File: src/rtl/srdb_pkg.sv
// ----------------------------------------------------------------------------
// srdb_pkg
// Types and fixed sizes shared by the replacement policy controller and
// datapath.
// ----------------------------------------------------------------------------
package srdb_pkg;

	localparam int SET_W   = 11;
	localparam int WAY_W   = 4;
	localparam int NWAYS   = 16;
	localparam int SIG_W   = 11;
	localparam int HIST    = 4;
	localparam int HP_W    = 2;
	localparam int FILL_W  = 10;
	localparam int ADDR_W  = 48;
	localparam int DELTA_W = 49;
	localparam int NSETS   = 2048;
	localparam int NSIGS   = 2048;

	localparam logic [1:0] RRPV_FAR  = 2'd3;
	localparam logic [1:0] DEAD_FULL = 2'd3;
	localparam logic [1:0] CTR_MAX   = 2'd3;

	typedef struct packed {
		logic [1:0]       rrpv;
		logic [1:0]       dead;
		logic [SIG_W-1:0] sig;
	} line_ent_t;

	typedef line_ent_t [NWAYS-1:0] line_row_t;

	typedef struct packed {
		logic [ADDR_W-1:0]                last;
		logic [HIST-1:0][DELTA_W-1:0]     hist;
		logic [HP_W-1:0]                  ptr;
	} set_row_t;

	typedef enum logic [3:0] {
		ST_CLR,
		ST_IDLE,
		ST_READ,
		ST_QUERY,
		ST_SET,
		ST_LINE,
		ST_ORD,
		ST_ODEC,
		ST_DRD,
		ST_DWR
	} state_t;

	typedef struct packed {
		logic load;
		logic rd;
		logic vict;
		logic set_upd;
		logic line_upd;
		logic ord;
		logic odec;
		logic fill_adv;
		logic drd;
		logic dwr;
		logic clr;
	} srdb_cmd_t;

	typedef struct packed {
		logic is_query;
		logic is_hit;
		logic need_odec;
		logic fill_wrap;
		logic sweep_last;
		logic sweep_zero;
		logic out_free;
		logic out_valid;
	} srdb_sts_t;

endpackage

File: src/rtl/srdb_ctrl.sv
// ----------------------------------------------------------------------------
// srdb_ctrl
// Controller: sequences memory reads, updates, the clearing pass after
// reset and the periodic dead-counter decay sweep.
// ----------------------------------------------------------------------------
module srdb_ctrl import srdb_pkg::*; (
	input  logic      clk,
	input  logic      arst_n,
	input  logic      in_valid,
	output logic      in_ready,
	input  srdb_sts_t sts,
	output srdb_cmd_t cmd
);

	state_t state_q, state_d;

	// Hold the state
	always_ff @(posedge clk or negedge arst_n) begin
		if (!arst_n)
			state_q <= ST_CLR;
		else
			state_q <= state_d;
	end

	// Next state and commands
	always_comb begin
		state_d  = state_q;
		cmd      = '0;
		in_ready = 1'b0;
		case (state_q)
			ST_CLR: begin
				cmd.clr = 1'b1;
				if (sts.sweep_last)
					state_d = ST_IDLE;
			end
			ST_IDLE: begin
				in_ready = 1'b1;
				if (in_valid) begin
					cmd.load = 1'b1;
					state_d  = ST_READ;
				end
			end
			ST_READ: begin
				cmd.rd  = 1'b1;
				state_d = sts.is_query ? ST_QUERY : ST_SET;
			end
			ST_QUERY: begin
				if (sts.out_free) begin
					cmd.vict = 1'b1;
					state_d  = ST_IDLE;
				end
			end
			ST_SET: begin
				cmd.set_upd = 1'b1;
				state_d     = ST_LINE;
			end
			ST_LINE: begin
				cmd.line_upd = 1'b1;
				if (sts.is_hit)
					state_d = ST_IDLE;
				else if (sts.need_odec)
					state_d = ST_ORD;
				else begin
					cmd.fill_adv = 1'b1;
					state_d = sts.fill_wrap ? ST_DRD : ST_IDLE;
				end
			end
			ST_ORD: begin
				cmd.ord = 1'b1;
				state_d = ST_ODEC;
			end
			ST_ODEC: begin
				cmd.odec     = 1'b1;
				cmd.fill_adv = 1'b1;
				state_d = sts.fill_wrap ? ST_DRD : ST_IDLE;
			end
			ST_DRD: begin
				cmd.drd = 1'b1;
				state_d = ST_DWR;
			end
			ST_DWR: begin
				cmd.dwr = 1'b1;
				state_d = sts.sweep_last ? ST_IDLE : ST_DRD;
			end
			default: begin
				state_d = ST_IDLE;
			end
		endcase
	end

`ifndef SYNTHESIS
	a_idle_sweep_zero: assert property (@(posedge clk) disable iff (!arst_n)
		state_q == ST_IDLE |-> sts.sweep_zero)
		else $error("sweep counter not at rest while idle");
	a_vict_out: assert property (@(posedge clk) disable iff (!arst_n)
		cmd.vict |=> sts.out_valid)
		else $error("victim beat not presented");
	a_odec_after_ord: assert property (@(posedge clk) disable iff (!arst_n)
		state_q == ST_ODEC |-> $past(state_q == ST_ORD))
		else $error("counter decrement without read");
`endif

endmodule

File: config.mk
export PLATFORM = sky130hd
export DESIGN_NAME = srdb_ctrl
export DESIGN_NICKNAME = d
export VERILOG_FILES = /design/src/rtl/srdb_pkg.sv /design/src/rtl/srdb_ctrl.sv
export SDC_FILE = /design/constraint.sdc
export NUM_CORES = 1
export LEC_CHECK = 0
export ABC_AREA = 1
export BUFFER_PORTS_ARGS = -buffer_cell sky130_fd_sc_hd__buf_2
export CAP_MARGIN = 10
export CORE_MARGIN = 2
export CORE_UTILIZATION = 24
export CTS_CLUSTER_SIZE = 40
export DETAILED_ROUTE_END_ITERATION = 12
export HOLD_SLACK_MARGIN = 0.12
export PLACE_DENSITY = 0.48
export SYNTH_ARGS = -nofsm -noshare
export SYNTH_HDL_FRONTEND = slang
export SYNTH_SLANG_ARGS = --single-unit
File: constraint.sdc
create_clock -name clk -period 1.4 [get_ports clk]
set_input_delay 0.28 -clock clk [delete_from_list [all_inputs] [get_ports clk]]
set_output_delay 0.28 -clock clk [all_outputs]
set_load 0.005 [all_outputs]
==> summary.md <==
| Metric | Value |
|---|---|
| Crit path max fanout | 6 |
| Sequential share of power | 19.1% |
| Top post-synthesis cells by count | 26 x nand2_1, 14 x nor2_1, 13 x inv_1 |
| Regs by FF count | state_q (4) |
| Max-slew headroom | 87.7% |
| Port-buffer cells | 20 |
| EDFF count, synth | 0 |
| Post-synthesis cell type count | 12 |
| Critical path, cell by cell | inv_2 > nand2_4 > nor2_4 > nand2_2 > o21ai_2 > buf_2 |
| RePlAce Congestion | 0.760 |
| Worst setup EP type | primary output |
| Count leader, synth | nand2_1 |
| Final clock skew | 0.00476 ns |
| Arr. time, crit path | 1.16 ns |
| CTS H-Tree Depth | 1 |
| Max-Cap Viols | 0 |
| Crit start category | flip-flop |
| Fill count | 174 |
| Tmin final | 1.44 ns |
| Switch share | 49.2% |
| M3 GR Usage | 6.67% |
| Clock sink count | 4 |
| Clk root buf | clkbuf_4 |
| CP Depth | 6 |
| Combinational fraction of design power | 69.6% |
| PD cells | 1990 mW/mm^2 |
| TritonCTS clock tree | yes |
| Drt wl/cell | 9.29 um |
| Clock share of power | 11.2% |
| Clk slew on worst S/H paths | 0.04 ns |
| Final Hold Fails | 0 |
| Pwr Total | 1240 uW |
| Placed inst area | 510 um^2 |
| Layer with the highest usage | met2 |
| Final instance area | 624 um^2 |
| CP Class | flip-flop to primary output |
| Largest stage delay on the critical path | 0.43 ns |
| Hold Path Cell Cnt | 3 |
| Total clock buffers created by CTS | 3 |
| Bufs and invs on worst path | 2 |
| Die Y | 43.9 um |
| Commonest register cell after synthesis | dfrtp_1 |
| Final setup fails | 7 |
| Slew Viols, Final | 0 |
| Hold Worst Slack | 0.296 ns |
| Via density | 4.42 |
| Outcome | finished, violations left |
| Avg Cell Area, Syn | 5.32 um^2 |
| DRT iter0 DRCs | 4 |
| Internal Pwr Total | 632 uW |
| First-pass GRT wire length | 1870 um |
| Total Routing Usage GR | 13.6% |
| Core area | 0.00151 mm^2 |
| Final net count | 115 |
| Initial core utilization | 25.4% |
| Top post-synthesis cells by area | dfrtp_1 26%, nand2_1 25%, nor2_1 14% |
| DRT antenna net count | 0 |
| Dpl hpwl | 899 um |
| Worst path required time | 1.12 ns |
| HP Class | primary input to flip-flop |
| Die area | 0.00193 mm^2 |
| Cell area after synthesis | 383 um^2 |
| Area leader, netlist | dfrtp_1 |
| Post-Place Cells | 109 |
| Area delta synth->final | 63.1% |
| # IOs | 23 |
| Die Wd | 43.9 um |
| Cells after synthesis | 72 |
| Delay-heaviest family, CP | flip-flops |
| Via Count | 522 |
| Sw Pwr | 611 uW |
| Share of cells above drive strength 1 | 43.1% |
| Residual DRC | 0 |
| Final Instance Count excl. Fillers | 118 |
| Standard-cell rows | 14 |
| Vias in the first global route | 463 |
| Register bit total from synthesis | 4 |
| Syn nets | 83 |
| Met1 Use GR | 17.2% |
| Fin crit share | 103% |
| Leak Pwr | 0.000397 uW |
| RSZ-0062 raised after global routing | true |
| Final wirelength | 1100 um |
| Top reg by flops | state_q |
| Max Clk Rate | 692 MHz |
| Largest net degree at the start of global routing | 7 |
| Worst setup margin | -0.0447 ns |
| GR Overflow Total | 0 |
| Pre-antenna DRT Iters | 4 |
| Cells on worst reg2reg path | 10 |
| YS warnings | 0 |
| Global Route met2 Usage | 20.6% |
| Slew @ Worst Pin | 0.184 ns |
| Clock Latency Late Sink | 0.23 ns |
| Synth top area share | 26.1% |
| Worst path slowest cell | dfrtp_2 |
| Clock buffer depth | 2 |
| Setup WS pre-CTS | 0.0740 ns |
| Failing checks | negative setup slack |
| Synth async-reset ratio | 100% |
| Max reg flops | 4 |
| Peak supply drop | 0.000983 V |
| Initial antenna violation count | 0 |
| Sequential area share after synthesis | 26.1% |
| Antenna diodes | 0 |
-- layout make-up --
class | count | area [um^2] | share of cell area [%]
Clock buffer | 3 | 22.5 | 3.61
Inverter | 13 | 48.8 | 7.82
Multi-Input combinational cell | 55 | 275 | 44.1
Sequential cell | 4 | 103 | 16.4
Tap cell | 16 | 20.0 | 3.21
Timing Repair Buffer | 27 | 155 | 24.8
-- routing by layer --
layer  up-vias  part of all wire [%]
met5         -                     0
met4         0                     0
met3         0                   5.7
met2        12                    45
met1       228                    50
li1        282                     -
-- power groups by stage --
stage,sequential (uW),clock [uW],combinational (uW)
final,238,140,865
after floorplan,209,0,461
after CTS,233,148,816
after global routing,244,166,978
after detailed placement,220,0,679
after global placement,220,0,678
-- metrics by stage --
stage	setup TNS (ns)	util, %
CTS	-0.266	39.6
detailed placement	0	33.9
global placement	0	33.9
finish	-0.183	41.4
global route	-1.11	41.4
floorplan	0	-
-- placed cells by master, fill, tap and decap left out, types with 2 or more instances in the layout --
| cell type | count |
|---|---|
| dfrtp_1 | 2 |
| nor2_1 | 11 |
| buf_2 | 20 |
| inv_2 | 2 |
| buf_4 | 6 |
| inv_1 | 11 |
| nor2_2 | 2 |
| clkbuf_4 | 3 |
| nand4_1 | 2 |
| nor2_4 | 3 |
| nand2_2 | 4 |
| nand3_1 | 3 |
| o21ai_0 | 3 |
| dfrtp_2 | 2 |
| nand2_1 | 22 |
-- worst register-to-register path, delay by kind of cell, from the launching register on --
family	cells	cell delay, ns
AND/OR/NAND/NOR	8	0.55
flip-flops	1	0.41
buffers and inverters	2	0.22
-- final timing paths --
check | startpoint | endpoint | slack (ns)
max | state_q[3]$_DFFE_PN0P_ | cmd[3] | -0.04
min | sts[4] | state_q[3]$_DFFE_PN0P_ | 0.30
max reg2reg | state_q[2]$_DFFE_PN0P_ | state_q[0]$_DFFE_PN0P_ | 0.11
min reg2reg | state_q[3]$_DFFE_PN0P_ | state_q[1]$_DFFE_PN0P_ | 0.66
max in group asynchronous | arst_n | state_q[3]$_DFFE_PN0P_ | 0.89
min in group asynchronous | arst_n | state_q[2]$_DFFE_PN0P_ | 0.38
-- kinds of logic after synthesis --
kind of cell	count (synthesis)	share of synthesized area [%]
AOI/OAI and AO/OA	6	8.50
and+or+nand+nor	49	52.6
DFF	4	26.1
buffers and inverters	13	12.7
-- timing repair --
action | in CTS | in global routing
gates resized for setup | 10 | 7
gates cloned | 0 | 0
hold buffers | 1 | 0
setup buffers | 4 | 1
endpoints found under the hold margin | 4 | 0
pin swaps | 3 | 1
endpoints found under the setup margin | 9 | 13
Power figures use the tool's default switching activity.
